[config.mk]
export PLATFORM = sky130hd
export DESIGN_NAME = antialiased_line_rasterizer
export DESIGN_NICKNAME = d
export VERILOG_FILES = /design/src/hw/rtl/aalr_pkg.sv /design/src/hw/rtl/antialiased_line_rasterizer.sv /design/src/hw/rtl/aalr_front.sv /design/src/hw/rtl/aalr_queue.sv /design/src/hw/rtl/aalr_back.sv
export SDC_FILE = /design/constraint.sdc
export NUM_CORES = 1
export LEC_CHECK = 0
export BUFFER_PORTS_ARGS = -buffer_cell sky130_fd_sc_hd__buf_2
export CORE_UTILIZATION = 55
export CTS_CLUSTER_SIZE = 40
export DETAILED_ROUTE_END_ITERATION = 8
export PLACE_DENSITY = 0.85
export SYNTH_ARGS = -nofsm -noshare
export SYNTH_HDL_FRONTEND = slang
export SYNTH_SLANG_ARGS = --single-unit
[constraint.sdc]
create_clock -name clk -period 5 [get_ports clk]
set_clock_uncertainty 0.15 [all_clocks]
set_input_delay 1.25 -clock clk [delete_from_list [all_inputs] [get_ports clk]]
set_output_delay 1.25 -clock clk [all_outputs]
set_load 0.005 [all_outputs]
[src/hw/rtl/aalr_pkg.sv]
// Shared constants for the antialiased line rasterizer.
// Holds the default sizes, request kind codes, end alpha and queue depth.
// No dependencies; every other file of the block imports it.
`timescale 1ns / 1ps

package aalr_pkg;

	localparam int DEF_COORD_BITS = 13;
	localparam int DEF_FRAC_BITS  = 16;

	// Request kinds carried in tuser.
	localparam logic REQ_START = 1'b0;
	localparam logic REQ_STEP  = 1'b1;

	// Endpoints sit on integer coordinates, so the end gap is one half.
	localparam logic [7:0] END_ALPHA = 8'd127;

	localparam int QUEUE_DEPTH = 2;

endpackage

[src/hw/rtl/antialiased_line_rasterizer.sv]
// Top level of the antialiased (Wu style) line rasterizer.
// Instantiates aalr_front, aalr_queue and aalr_back; uses aalr_pkg.
// Input items arrive on the s_ stream, pixel items leave on the m_ stream.
//
// Usage:
// An input item with s_tuser = start carries two integer endpoints and a
// colour. It produces four pixel items: both pixels at each endpoint.
// An input item with s_tuser = step produces the two pixels that straddle
// the line in the next inner column; with no line in progress it produces
// nothing. The pixel item that ends a line carries m_tlast high.
// The front end registers each item into a two-entry command queue, and
// the back end pops it from there when idle. A step item is popped and then
// emits its two pixels in turn. A start item first runs a bit-serial
// division for its FRAC_BITS + 1 quotient bits (one quotient bit per cycle)
// and a setup state, then emits its four pixels in turn.
// The queue lets the front end keep taking items while the back end is busy.
// Reset clears the queue, the output register and the line in progress.
// When the receiver holds m_tready low, the output item is held, the back
// end waits, the queue fills, and s_tready falls until space frees up.
`timescale 1ns / 1ps

module antialiased_line_rasterizer import aalr_pkg::*; #(
	parameter int COORD_BITS = DEF_COORD_BITS,
	parameter int FRAC_BITS  = DEF_FRAC_BITS,
	localparam int IN_W  = ((4 * COORD_BITS + 24 + 7) / 8) * 8,
	localparam int OUT_W = ((2 * (COORD_BITS + 1) + 32 + 7) / 8) * 8,
	localparam int CMD_W = 2 + 4 * COORD_BITS + 24
) (
	input  logic             clk,
	input  logic             arst_n,
	input  logic             s_tvalid,
	output logic             s_tready,
	// From bit 0: start_x, start_y, end_x, end_y, red_in, green_in, blue_in, zeros.
	input  logic [IN_W-1:0]  s_tdata,
	// Bit 0: req_type (start or step).
	input  logic [0:0]       s_tuser,
	output logic             m_tvalid,
	input  logic             m_tready,
	// From bit 0: pixel_x, pixel_y, red_out, green_out, blue_out, coverage_alpha, zeros.
	output logic [OUT_W-1:0] m_tdata,
	// last_pixel: high on the final pixel of a line.
	output logic             m_tlast
);

	// Classified commands between the front end and the queue.
	logic             f_valid, f_ready;
	logic [CMD_W-1:0] f_data;
	// Commands between the queue and the back end.
	logic             b_valid, b_ready;
	logic [CMD_W-1:0] b_data;

	aalr_front #(
		.COORD_BITS(COORD_BITS)
	) u_front (
		.clk       (clk),
		.arst_n    (arst_n),
		.in_valid  (s_tvalid),
		.in_ready  (s_tready),
		.in_data   (s_tdata),
		.in_kind   (s_tuser[0]),
		.cmd_valid (f_valid),
		.cmd_ready (f_ready),
		.cmd_data  (f_data)
	);

	aalr_queue #(
		.WIDTH(CMD_W),
		.DEPTH(QUEUE_DEPTH)
	) u_queue (
		.clk        (clk),
		.arst_n     (arst_n),
		.push_valid (f_valid),
		.push_ready (f_ready),
		.push_data  (f_data),
		.pop_valid  (b_valid),
		.pop_ready  (b_ready),
		.pop_data   (b_data)
	);

	aalr_back #(
		.COORD_BITS(COORD_BITS),
		.FRAC_BITS (FRAC_BITS)
	) u_back (
		.clk       (clk),
		.arst_n    (arst_n),
		.cmd_valid (b_valid),
		.cmd_ready (b_ready),
		.cmd_data  (b_data),
		.out_valid (m_tvalid),
		.out_ready (m_tready),
		.out_data  (m_tdata),
		.out_last  (m_tlast)
	);

endmodule

[src/hw/rtl/aalr_front.sv]
// Front end of the line rasterizer: takes input items and classifies them.
// Steep items get their axes swapped and all get endpoints ordered; uses aalr_pkg.
// Output is one registered command word toward the command queue.
`timescale 1ns / 1ps

module aalr_front import aalr_pkg::*; #(
	parameter int COORD_BITS = DEF_COORD_BITS,
	localparam int IN_W  = ((4 * COORD_BITS + 24 + 7) / 8) * 8,
	localparam int CMD_W = 2 + 4 * COORD_BITS + 24
) (
	input  logic             clk,
	input  logic             arst_n,
	input  logic             in_valid,
	output logic             in_ready,
	input  logic [IN_W-1:0]  in_data,
	input  logic             in_kind,
	output logic             cmd_valid,
	input  logic             cmd_ready,
	output logic [CMD_W-1:0] cmd_data
);

	localparam int C = COORD_BITS;

	logic signed [C-1:0] sx, sy, ex, ey;
	logic signed [C:0]   ddx, ddy;
	logic [C:0]          adx, ady;
	logic                swp;
	logic signed [C-1:0] ax0, ay0, ax1, ay1;
	logic signed [C-1:0] ox0, oy0, ox1, oy1;
	logic                v_s1;
	logic [CMD_W-1:0]    cmd_s1;

	always_comb begin
		sx  = $signed(in_data[0 +: C]);
		sy  = $signed(in_data[C +: C]);
		ex  = $signed(in_data[2*C +: C]);
		ey  = $signed(in_data[3*C +: C]);
		ddx = {ex[C-1], ex} - {sx[C-1], sx};
		ddy = {ey[C-1], ey} - {sy[C-1], sy};
		adx = ddx[C] ? -ddx : ddx;
		ady = ddy[C] ? -ddy : ddy;
		// Steep lines walk along y, so the two axes trade places.
		swp = ady > adx;
		ax0 = swp ? sy : sx;
		ay0 = swp ? sx : sy;
		ax1 = swp ? ey : ex;
		ay1 = swp ? ex : ey;
		if (ax0 > ax1) begin
			ox0 = ax1;
			oy0 = ay1;
			ox1 = ax0;
			oy1 = ay0;
		end else begin
			ox0 = ax0;
			oy0 = ay0;
			ox1 = ax1;
			oy1 = ay1;
		end
	end

	assign in_ready  = !v_s1 || cmd_ready;
	assign cmd_valid = v_s1;
	assign cmd_data  = cmd_s1;

	always_ff @(posedge clk or negedge arst_n) begin
		if (!arst_n) begin
			v_s1 <= 1'b0;
		end else if (in_ready) begin
			v_s1 <= in_valid;
		end
	end

	always_ff @(posedge clk) begin
		if (in_ready && in_valid) begin
			cmd_s1 <= {in_data[4*C +: 24], oy1, ox1, oy0, ox0, swp, in_kind};
		end
	end

endmodule

[src/hw/rtl/aalr_queue.sv]
// Short command queue between the front end and the back end.
// A small circular buffer with a fill count; uses aalr_pkg for its depth.
`timescale 1ns / 1ps

module aalr_queue import aalr_pkg::*; #(
	parameter int WIDTH = 8,
	parameter int DEPTH = QUEUE_DEPTH,
	localparam int AW = (DEPTH > 1) ? $clog2(DEPTH) : 1
) (
	input  logic             clk,
	input  logic             arst_n,
	input  logic             push_valid,
	output logic             push_ready,
	input  logic [WIDTH-1:0] push_data,
	output logic             pop_valid,
	input  logic             pop_ready,
	output logic [WIDTH-1:0] pop_data
);

	logic [WIDTH-1:0] mem_q [DEPTH];
	logic [AW-1:0]    wr_ptr_q, rd_ptr_q;
	logic [AW:0]      count_q;
	logic             do_push, do_pop;

	assign push_ready = count_q != (AW+1)'(DEPTH);
	assign pop_valid  = count_q != '0;
	assign pop_data   = mem_q[rd_ptr_q];
	assign do_push    = push_valid && push_ready;
	assign do_pop     = pop_valid && pop_ready;

	always_ff @(posedge clk) begin
		if (do_push) begin
			mem_q[wr_ptr_q] <= push_data;
		end
	end

	always_ff @(posedge clk or negedge arst_n) begin
		if (!arst_n) begin
			wr_ptr_q <= '0;
			rd_ptr_q <= '0;
			count_q  <= '0;
		end else begin
			if (do_push) begin
				wr_ptr_q <= (wr_ptr_q == AW'(DEPTH - 1)) ? '0 : wr_ptr_q + 1'b1;
			end
			if (do_pop) begin
				rd_ptr_q <= (rd_ptr_q == AW'(DEPTH - 1)) ? '0 : rd_ptr_q + 1'b1;
			end
			if (do_push && !do_pop) begin
				count_q <= count_q + 1'b1;
			end else if (do_pop && !do_push) begin
				count_q <= count_q - 1'b1;
			end
		end
	end

endmodule

[src/hw/rtl/aalr_back.sv]
// Back end of the line rasterizer: line state, gradient divider, pixel output.
// Pops classified commands, runs a bit-serial division per start, and drives
// the registered output stream. Uses aalr_pkg for codes and the end alpha.
`timescale 1ns / 1ps

module aalr_back import aalr_pkg::*; #(
	parameter int COORD_BITS = DEF_COORD_BITS,
	parameter int FRAC_BITS  = DEF_FRAC_BITS,
	localparam int CMD_W = 2 + 4 * COORD_BITS + 24,
	localparam int OUT_W = ((2 * (COORD_BITS + 1) + 32 + 7) / 8) * 8
) (
	input  logic             clk,
	input  logic             arst_n,
	input  logic             cmd_valid,
	output logic             cmd_ready,
	input  logic [CMD_W-1:0] cmd_data,
	output logic             out_valid,
	input  logic             out_ready,
	output logic [OUT_W-1:0] out_data,
	output logic             out_last
);

	localparam int C  = COORD_BITS;
	localparam int F  = FRAC_BITS;
	localparam int PW = C + 1;
	localparam int IW = C + F + 1;
	localparam int CW = $clog2(F + 1);

	typedef enum logic [1:0] {ST_IDLE, ST_DIV, ST_FIN, ST_EMIT} state_t;

	state_t        state_q;
	logic          swapped_q, active_q, is_start_q, neg_q;
	logic [C-1:0]  x0_q, y0_q, x1_q, y1_q, fin_q;
	logic [23:0]   colour_q;
	logic [C:0]    dx_q, rem_q;
	logic [F:0]    quo_q;
	logic [CW-1:0] cnt_q;
	logic [1:0]    idx_q;
	logic [PW-1:0] col_q;
	logic [IW-1:0] icpt_q;
	logic [F+1:0]  slope_q;
	logic          out_valid_q, out_last_q;
	logic [OUT_W-1:0] out_data_q;

	// Command fields.
	logic          c_kind, c_swp;
	logic [C-1:0]  c_x0, c_y0, c_x1, c_y1;
	logic [C:0]    c_dx, c_dy, c_ady;

	// Divider step.
	logic [C+1:0]  div_t, div_sub;
	logic          div_ge;

	// Line setup.
	logic signed [F+1:0] q_signed, slope_w;
	logic [IW-1:0] icpt_w;
	logic [PW-1:0] col_w;

	// Inner column weights and the result being formed.
	logic [F-1:0]  frac;
	logic [F:0]    omf;
	logic [F+8:0]  prod_hi, prod_lo;
	logic [7:0]    a_hi, a_lo;
	logic [PW-1:0] row_w;
	logic          step_last;
	logic [PW-1:0] r_col, r_row, r_px, r_py;
	logic [7:0]    r_alpha;
	logic          r_last, r_final;
	logic          out_free;
	logic          emit_now;

	assign c_kind = cmd_data[0];
	assign c_swp  = cmd_data[1];
	assign c_x0   = cmd_data[2 +: C];
	assign c_y0   = cmd_data[2 + C +: C];
	assign c_x1   = cmd_data[2 + 2*C +: C];
	assign c_y1   = cmd_data[2 + 3*C +: C];

	assign cmd_ready = state_q == ST_IDLE;
	assign out_free  = !out_valid_q || out_ready;
	assign emit_now  = (state_q == ST_EMIT) && out_free;
	assign out_valid = out_valid_q;
	assign out_data  = out_data_q;
	assign out_last  = out_last_q;

	always_comb begin
		c_dx  = {c_x1[C-1], c_x1} - {c_x0[C-1], c_x0};
		c_dy  = {c_y1[C-1], c_y1} - {c_y0[C-1], c_y0};
		c_ady = c_dy[C] ? -c_dy : c_dy;

		// Restoring division of |dy| * 2^F by dx, one quotient bit a cycle.
		// The first step uses |dy| as is, since |dy| never exceeds dx.
		div_t   = (cnt_q == CW'(F)) ? {1'b0, rem_q} : {rem_q, 1'b0};
		div_ge  = div_t >= {1'b0, dx_q};
		div_sub = div_t - {1'b0, dx_q};

		q_signed = $signed({1'b0, quo_q});
		if (dx_q == '0) begin
			slope_w = $signed({2'b01, {F{1'b0}}});
		end else begin
			slope_w = neg_q ? -q_signed : q_signed;
		end
		icpt_w = {y0_q[C-1], y0_q, {F{1'b0}}} + {{(IW-F-2){slope_w[F+1]}}, slope_w};
		col_w  = {x0_q[C-1], x0_q} + PW'(1);

		frac    = icpt_q[F-1:0];
		omf     = {1'b1, {F{1'b0}}} - {1'b0, frac};
		prod_hi = {omf, 8'd0} - {8'd0, omf};
		prod_lo = {1'b0, frac, 8'd0} - {9'd0, frac};
		a_hi    = prod_hi[F+7:F];
		a_lo    = prod_lo[F+7:F];
		row_w   = icpt_q[IW-1:F];
		step_last = $signed({col_q[PW-1], col_q} + (PW+1)'(1)) >=
			$signed({fin_q[C-1], fin_q[C-1], fin_q});

		r_last  = 1'b0;
		r_final = 1'b0;
		case ({is_start_q, idx_q})
			3'b100: begin
				r_col   = {x0_q[C-1], x0_q};
				r_row   = {y0_q[C-1], y0_q};
				r_alpha = END_ALPHA;
			end
			3'b101: begin
				r_col   = {x0_q[C-1], x0_q};
				r_row   = {y0_q[C-1], y0_q} + PW'(1);
				r_alpha = 8'd0;
			end
			3'b110: begin
				r_col   = {x1_q[C-1], x1_q};
				r_row   = {y1_q[C-1], y1_q};
				r_alpha = END_ALPHA;
			end
			3'b111: begin
				r_col   = {x1_q[C-1], x1_q};
				r_row   = {y1_q[C-1], y1_q} + PW'(1);
				r_alpha = 8'd0;
				r_last  = !active_q;
				r_final = 1'b1;
			end
			3'b000: begin
				r_col   = col_q;
				r_row   = row_w;
				r_alpha = a_hi;
			end
			3'b001: begin
				r_col   = col_q;
				r_row   = row_w + PW'(1);
				r_alpha = a_lo;
				r_last  = step_last;
				r_final = 1'b1;
			end
			default: begin
				r_col   = col_q;
				r_row   = row_w;
				r_alpha = 8'd0;
			end
		endcase
		r_px = swapped_q ? r_row : r_col;
		r_py = swapped_q ? r_col : r_row;
	end

	always_ff @(posedge clk or negedge arst_n) begin
		if (!arst_n) begin
			state_q     <= ST_IDLE;
			active_q    <= 1'b0;
			swapped_q   <= 1'b0;
			is_start_q  <= 1'b0;
			idx_q       <= '0;
			cnt_q       <= '0;
			out_valid_q <= 1'b0;
			out_last_q  <= 1'b0;
			out_data_q  <= '0;
			x0_q        <= '0;
			y0_q        <= '0;
			x1_q        <= '0;
			y1_q        <= '0;
			fin_q       <= '0;
			colour_q    <= '0;
			dx_q        <= '0;
			rem_q       <= '0;
			quo_q       <= '0;
			neg_q       <= 1'b0;
			col_q       <= '0;
			icpt_q      <= '0;
			slope_q     <= '0;
		end else begin
			// The output register loads a new pixel or keeps one the receiver
			// has not taken yet.
			out_valid_q <= emit_now || (out_valid_q && !out_ready);
			case (state_q)
				ST_IDLE: begin
					if (cmd_valid) begin
						if (c_kind == REQ_START) begin
							swapped_q  <= c_swp;
							x0_q       <= c_x0;
							y0_q       <= c_y0;
							x1_q       <= c_x1;
							y1_q       <= c_y1;
							colour_q   <= cmd_data[2 + 4*C +: 24];
							dx_q       <= c_dx;
							rem_q      <= c_ady;
							neg_q      <= c_dy[C];
							quo_q      <= '0;
							cnt_q      <= CW'(F);
							is_start_q <= 1'b1;
							state_q    <= ST_DIV;
						end else if (active_q) begin
							is_start_q <= 1'b0;
							idx_q      <= '0;
							state_q    <= ST_EMIT;
						end
					end
				end
				ST_DIV: begin
					quo_q <= {quo_q[F-1:0], div_ge};
					rem_q <= div_ge ? div_sub[C:0] : div_t[C:0];
					cnt_q <= cnt_q - 1'b1;
					if (cnt_q == '0) begin
						state_q <= ST_FIN;
					end
				end
				ST_FIN: begin
					slope_q  <= slope_w;
					icpt_q   <= icpt_w;
					col_q    <= col_w;
					fin_q    <= x1_q;
					active_q <= $signed(col_w) < $signed({x1_q[C-1], x1_q});
					idx_q    <= '0;
					state_q  <= ST_EMIT;
				end
				ST_EMIT: begin
					if (out_free) begin
						out_last_q  <= r_last;
						out_data_q  <= OUT_W'({r_alpha, colour_q[23:16], colour_q[15:8],
							colour_q[7:0], r_py, r_px});
						idx_q <= idx_q + 1'b1;
						if (r_final) begin
							state_q <= ST_IDLE;
							if (!is_start_q) begin
								icpt_q <= icpt_q + {{(IW-F-2){slope_q[F+1]}}, slope_q};
								col_q  <= col_q + PW'(1);
								if (step_last) begin
									active_q <= 1'b0;
								end
							end
						end
					end
				end
				default: begin
					state_q <= ST_IDLE;
				end
			endcase
		end
	end

endmodule
# Word level (Yosys, flattened, before mapping)
# Memory sizes are Yosys's and may differ from the RTL's.
# Index checks and enable logic that the tools add are counted.
# totals
ff_bits	354
out_inout_bits	67
elab_cells	182
n_memories	1
in_bits	85
ram_bits	156
# mem_list
name	depth	word_bits	rd	rd_ports_with_merged_regs	write_ports	line_no	text
u_queue.mem_q	2	78	1	0	1	aalr_queue.sv:20	logic [WIDTH-1:0] mem_q [DEPTH];
# op_classes
n_mux	64
bitwise	1
n_reduce_logical	37
eq_ne	21
addsub	26
magnitude_cmp	5
# op_table
op	count
14-bit two-way mux	11
13-bit two-way mux	8
30-bit two-way mux	3
14-bit case mux with 2 select lines	3
14-bit case mux with 5 select lines	1
30-bit case mux with 2 select lines	1
13-bit by 13-bit subtractor with 14-bit output	4
13-bit by 2-bit adder with 14-bit output, second input constant	3
14-bit negator	3
18-bit two-way mux	2
17-bit two-way mux	2
17-bit case mux with 2 select lines	1
29-bit by 18-bit adder with 30-bit output	1
30-bit adder	1
14-bit by 1-bit adder with 14-bit output, second input constant	2
2-bit two-way mux	12
8-bit case mux with 3 select lines	1
24-bit by 16-bit subtractor with 24-bit output	1
24-bit by 17-bit subtractor with 24-bit output	1
17-bit negator with 18-bit output	1
17-bit by 16-bit subtractor with 17-bit output, first input constant	1
14-bit by 2-bit adder with 15-bit output, second input constant	1
15-bit by 13-bit >= comparator with 1-bit output	1
15-bit by 14-bit >= comparator with 1-bit output	1
38 further kinds	88

# Depth between registers and ports, before layout
# logic_depth
ltp_word	7
mapped_depth	36
mapped_depth_nobuf	32

# Modules after synthesis
# A second synthesis with hierarchy kept.
# unflattened
hier_cells	3092
hier_area_um2	31665.4
# by_module_without_submodules
module	cells_per_inst	area_each_um2	n_inst
aalr_back	2247	19436.1	1
aalr_front	584	6371.1	1
aalr_queue	261	5858.1	1

# Worst setup path after synthesis
# No wires, ideal clock.
# synth_timing
path_kind	input port to flip-flop
start	in s_tdata[14]
end	reg u_front.cmd_s1[10] (netlist: u_front.cmd_data[10]) (data pin)
arrival_ns	7.700
required_time_ns	4.571
setup_ns	0.279
path_stages	33
path_slack_ns	-3.129
path_buffers	4
cell_sequence	inv_1 -> ha_1 -> nor2b_1 -> o21a_1 -> o31a_1 -> or3_1 -> a211o_1 -> nor3_1 -> and3_1 -> nor2_1 -> xor2_1 -> ha_1 -> a41oi_1 -> o21ai_0 -> a21o_1 -> a21o_1 -> a21oi_1 -> nor2_1 -> o31ai_1 -> clkbuf_1 -> buf_2 -> mux2i_1 -> inv_1 -> ha_1 -> and4_1 -> a2111oi_0 -> a31oi_1 -> nor3_1 -> a31oi_1 -> a21oi_1 -> clkbuf_1 -> clkbuf_1 -> mux2i_1
# synth_via
elab_chain_len	7
word_cells_on_any_way	8
classes_between	add/sub: 2; order compare: 2; mux: 4
# synth_lines
item	line_no	text
from (decl)	antialiased_line_rasterizer.sv:34	input logic [IN_W-1:0] s_tdata,
13-bit by 13-bit subtractor with 14-bit output	aalr_front.sv:39	ddy = {ey[C-1], ey} - {sy[C-1], sy};
14-bit negator	aalr_front.sv:41	ady = ddy[C] ? -ddy : ddy;
14-bit two-way mux	aalr_front.sv:41	
14-bit > comparator	aalr_front.sv:43	swp = ady > adx;
13-bit two-way mux, on equally long branches	aalr_front.sv:44, aalr_front.sv:46	
13-bit > comparator	aalr_front.sv:48	if (ax0 > ax1) begin
13-bit two-way mux *	aalr_front.sv:48	
named net u_front.ox0[8]	aalr_front.sv:29	logic signed [C-1:0] ox0, oy0, ox1, oy1;
to (signal assigned)	aalr_front.sv:75	cmd_s1 <= {in_data[4*C +: 24], oy1, ox1, oy0, ox0, swp, in_kind};
to (decl)	aalr_front.sv:31	logic [CMD_W-1:0] cmd_s1;
# Mark *: on every way through the listed nets, which the timed path passes. The rest lies on a longest branch.
# A chain may end at the register's enable or synchronous reset.

# Worst setup path after layout
# layout_timing
start	in s_tdata[2]
end	reg u_front.cmd_s1[7] (netlist: u_front.cmd_data[7]) (data pin)
# layout_via
elab_chain_len	7
word_cells_on_any_way	8
classes_between	add/sub: 2; order compare: 2; mux: 4
# layout_lines
item	line_no	text
13-bit by 13-bit subtractor with 14-bit output	aalr_front.sv:38	ddx = {ex[C-1], ex} - {sx[C-1], sx};
14-bit negator	aalr_front.sv:40	adx = ddx[C] ? -ddx : ddx;
14-bit two-way mux	aalr_front.sv:40	
14-bit > comparator	aalr_front.sv:43	
13-bit two-way mux, on equally long branches	aalr_front.sv:44, aalr_front.sv:46	
13-bit > comparator	aalr_front.sv:48	
13-bit two-way mux *	aalr_front.sv:48	
named net u_front.ox0[5]	aalr_front.sv:29	
# Marked as above.

==> metrics.md <==
| Metric | Value |
|---|---|
| Layout net count | 3697 |
| Initial DRT Pass Iterations | 7 |
| Number of port buffers | around 140 |
| Setup ws final | -2.392 ns |
| Vias | 25961 |
| Synth area leaders | edfxtp_1, dfrtp_1, ha_1 |
| WP data required | between 5 and 6 ns |
| First DRT Iteration DRCs | 2864 |
| CP Capture Type | flip-flop |
| Max-cap violations | 0 |
| Critical Path Fanout Max | 7 |
| RSZ-0062 raised after global routing | true |
| Crit start category | input pin |
| Post-synth top flop | dfrtp_1 |
| First-pass GRT wire length | ~130000 um |
| P_leak | 16.18 nW |
| Least-Margin Pin Slew | 1.295 ns |
| I/O pin count | about 150 |
| Largest net degree at the start of global routing | 107 |
| Clock Tree Root | clkbuf_16 |
| Initial antenna violation count | 1 |
| CP Class | in2reg |
| WL final | 90960 um |
| Pre-CTS setup slack | -2.805 ns |
| Die Wd | 238.4 um |
| Slowest stage delay, CP | 0.37 ns |
| Placed standard-cell area | roughly 34000 um^2 |
| Routability cong. | 0.9740 |
| Mean routed wirelength per cell | about 22 um |
| Synth top area share | 22.86% |
| Post-route DRC | 0 |
| Rel. slew slack | 11.44% |
| Crit-path leading delay family | compound AO/OA/AOI/OAI gates |
| WP data arrival | 7.71 ns |
| Status | complete, but fails checks |
| Synth Register Bits | 510 |
| Gr ovfl total | 0 |
| F_max | 135.3 MHz |
| Total CTS buffers | 52 |
| Hold WC Path Type | reg2reg |
| TritonCTS clock tree | done |
| Area Growth Syn to Fin | 18.88% |
| Deepest clock path buffer count | 3 |
| Die Height | ~240 um |
| Worst-path clk slew | roughly 0.08 ns |
| Vias per inst | 6.184 |
| Standard-cell row count | 86 |
| Synthesis Warnings | 0 |
| Pwr/cell area | 815.5 nW/um^2 |
| Post-Syn Area | 30740 um^2 |
| Area leader, netlist | edfxtp_1 |
| WP buf/inv | 9 |
| Slew Viols, Final | 0 |
| Clock sink count | 510 |
| Final hold vios | 0 |
| Avg Cell Area, Syn | 9.939 um^2 |
| Gate Count Post-Synth | just over 3000 |
| ANT nets after route | 0 |
| Number of synthesized flops with an enable pin | 234 |
| Placeable Area | 55200 um^2 |
| VDD IR-drop max | 0.4133 mV |
| Minimum clock period | 7.392 ns |
| Crit path top cell by count | ha_1 |
| Worst-Skew Late Latency | around 0.65 ns |
| Worst path slowest cell | mux2i_1 |
| Fraction of final layout cells sized beyond drive strength 1 | 19.28% |
| Cell area after layout | 36550 um^2 |
| Initial Utilization | 55.69% |
| Synth async-reset ratio | 54.12% |
| Overall global routing resource usage | 29.84% |
| Setup TNS | -120.24 ns |
| Part of the Yosys area used for sequential elements | 45.32% |
| Final setup violation count | 53 |
| Synth cell types | 80 |
| Number of global-route vias before repair | 24433 |
| Failing checks | setup timing |
| Die Footprint | 56840 um^2 |
| CTS H-tree depth | 2 |
| Fin crit share | 147.8% |
| Hpwl dp | 60530 um |
[synthesized netlist by cell type, types with 71 or more instances]
cell,instances
dfrtp_1,276
a21oi_1,167
xor2_1,78
mux2i_1,179
ha_1,200
clkbuf_1,112
inv_1,158
nand2_1,409
nor2_1,169
o21ai_0,233
edfxtp_1,234
xnor2_1,119
nand3_1,71
[path summary, 6_finish.rpt]
kind                                                from                       endpoint  slack [ns]  cells after the start
max                                           s_tdata[2]  u_front.cmd_data[7]$_DFFE_PP_       -2.39                     35
min                        u_front.cmd_data[0]$_DFFE_PP_  u_queue.mem_q[1][0]$_DFFE_PP_        0.28                      0
max reg2reg                 u_queue.rd_ptr_q$_DFFE_PN0P_    u_back.dx_q[12]$_DFFE_PN0P_        0.22                     12
min reg2reg                u_front.cmd_data[0]$_DFFE_PP_  u_queue.mem_q[1][0]$_DFFE_PP_        0.28                      0
max in group asynchronous                         arst_n   u_back.swapped_q$_DFFE_PN0P_        3.19                      2
min in group asynchronous                         arst_n   u_back.icpt_q[4]$_DFFE_PN0P_        0.50                      1
[metal layers]
layer  part of all wire [%]  up-vias  global-route usage, %
met5                      0        -                      0
met4                    5.3        0                  12.74
met3                    8.3      304                  4.408
met2                     48     1450                  50.04
met1                     39    12386                  38.54
li1                       -    11821                      -
[sequential cells by signal (all words and copies together), names as in the netlist, 17 cells and up]
signal,count
u_back.icpt_q,30
u_front.cmd_data,78
u_back.quo_q,17
u_queue.mem_q,156
u_back.out_data,60
u_back.colour_q,24
u_back.slope_q,18
[per-stage QoR]
step | power [mW] | instances | util [%] | hold slack (ns)
global route | 31.32 | 4198 | 66.21 | 0.2988
finish | 29.80 | 4198 | 66.21 | 0.2799
global placement | 22.60 | 4065 | 61.10 | 0.2726
CTS | 28.28 | 4179 | 65.02 | 0.2931
detailed placement | 23.20 | 4065 | 61.10 | 0.2798
floorplan | 18.84 | 3096 | - | 0.2715
[timing repair]
item,4_1_cts,5_1_grt
pin swaps,8,23
cloned,5,2
endpoints found under the hold margin,0,0
setup buffers,11,18
gates resized for setup,37,98
setup endpoints to repair,53,53
hold buffers,0,0
[power by group]
| part | internal [mW] | total (mW) | switching [mW] |
|---|---|---|---|
| logic | 7.49 | 17.7 | 10.2 |
| registers | 6.52 | 8.04 | 1.52 |
| clock network | 2.31 | 4.08 | 1.77 |
| total | 16.3 | 29.8 | 13.5 |
[placed cells by master, fill, tap and decap left out, types with 10 or more instances in the layout]
| master | Yosys | routed |
|---|---|---|
| nand2_1 | 409 | 406 |
| dfrtp_1 | 276 | 275 |
| edfxtp_1 | 234 | 234 |
| o21ai_0 | 233 | 229 |
| buf_4 | 4 | 226 |
| ha_1 | 200 | 191 |
| nor2_1 | 169 | 166 |
| a21oi_1 | 167 | 164 |
| inv_1 | 158 | 154 |
| mux2i_1 | 179 | 143 |
| buf_2 | 9 | 141 |
| xnor2_1 | 119 | 117 |
| xor2_1 | 78 | 77 |
| nand3_1 | 71 | 71 |
| mux2_2 | 68 | 68 |
| clkbuf_16 | 0 | 55 |
| nor3_1 | 50 | 46 |
| o21a_1 | 46 | 46 |
| a21o_1 | 38 | 38 |
| nor2b_1 | 31 | 27 |
| o31ai_1 | 32 | 27 |
| nand2b_1 | 23 | 23 |
| a31oi_1 | 27 | 23 |
| and3_1 | 25 | 22 |
| nand4_1 | 22 | 22 |
| nor4_1 | 23 | 22 |
| mux2i_4 | 0 | 22 |
| o211ai_1 | 20 | 20 |
| a211oi_1 | 19 | 17 |
| a22o_1 | 16 | 16 |
| mux2i_2 | 0 | 14 |
| o22ai_1 | 14 | 14 |
| or3_1 | 14 | 13 |
| clkbuf_1 | 112 | 13 |
| or2_2 | 12 | 12 |
| a222oi_1 | 12 | 12 |
| o21ai_1 | 10 | 11 |
| and2_1 | 12 | 10 |
| a21boi_0 | 10 | 10 |
[area by class of cell]
type	instances	area, um^2
Antenna cell	1	2.502
Tap cell	748	935.9
Sequential cell	510	13940
Timing Repair Buffer	393	2869
Multi-Input combinational cell	2289	16410
Fill cell	3948	18650
Clock inverter	23	292.8
Inverter	159	609.3
Clock buffer	75	1493
[cell families (layout without fill, tap and decap cells)]
logic type | after synthesis | in the layout | synth area share (%)
AND/OR/NAND/NOR | 901 | 901 | 13.39
AO/OA/AOI/OAI | 733 | 733 | 15.03
flip-flops | 510 | 510 | 45.32
buffers and inverters | 297 | 650 | 3.716
multiplexers | 247 | 247 | 8.319
adder cells (fa/ha/maj) | 207 | 207 | 8.596
XOR/XNOR | 197 | 197 | 5.613
other | 1 | 5 | 0.01220
No activity file was read; power rests on OpenSTA's default activity.
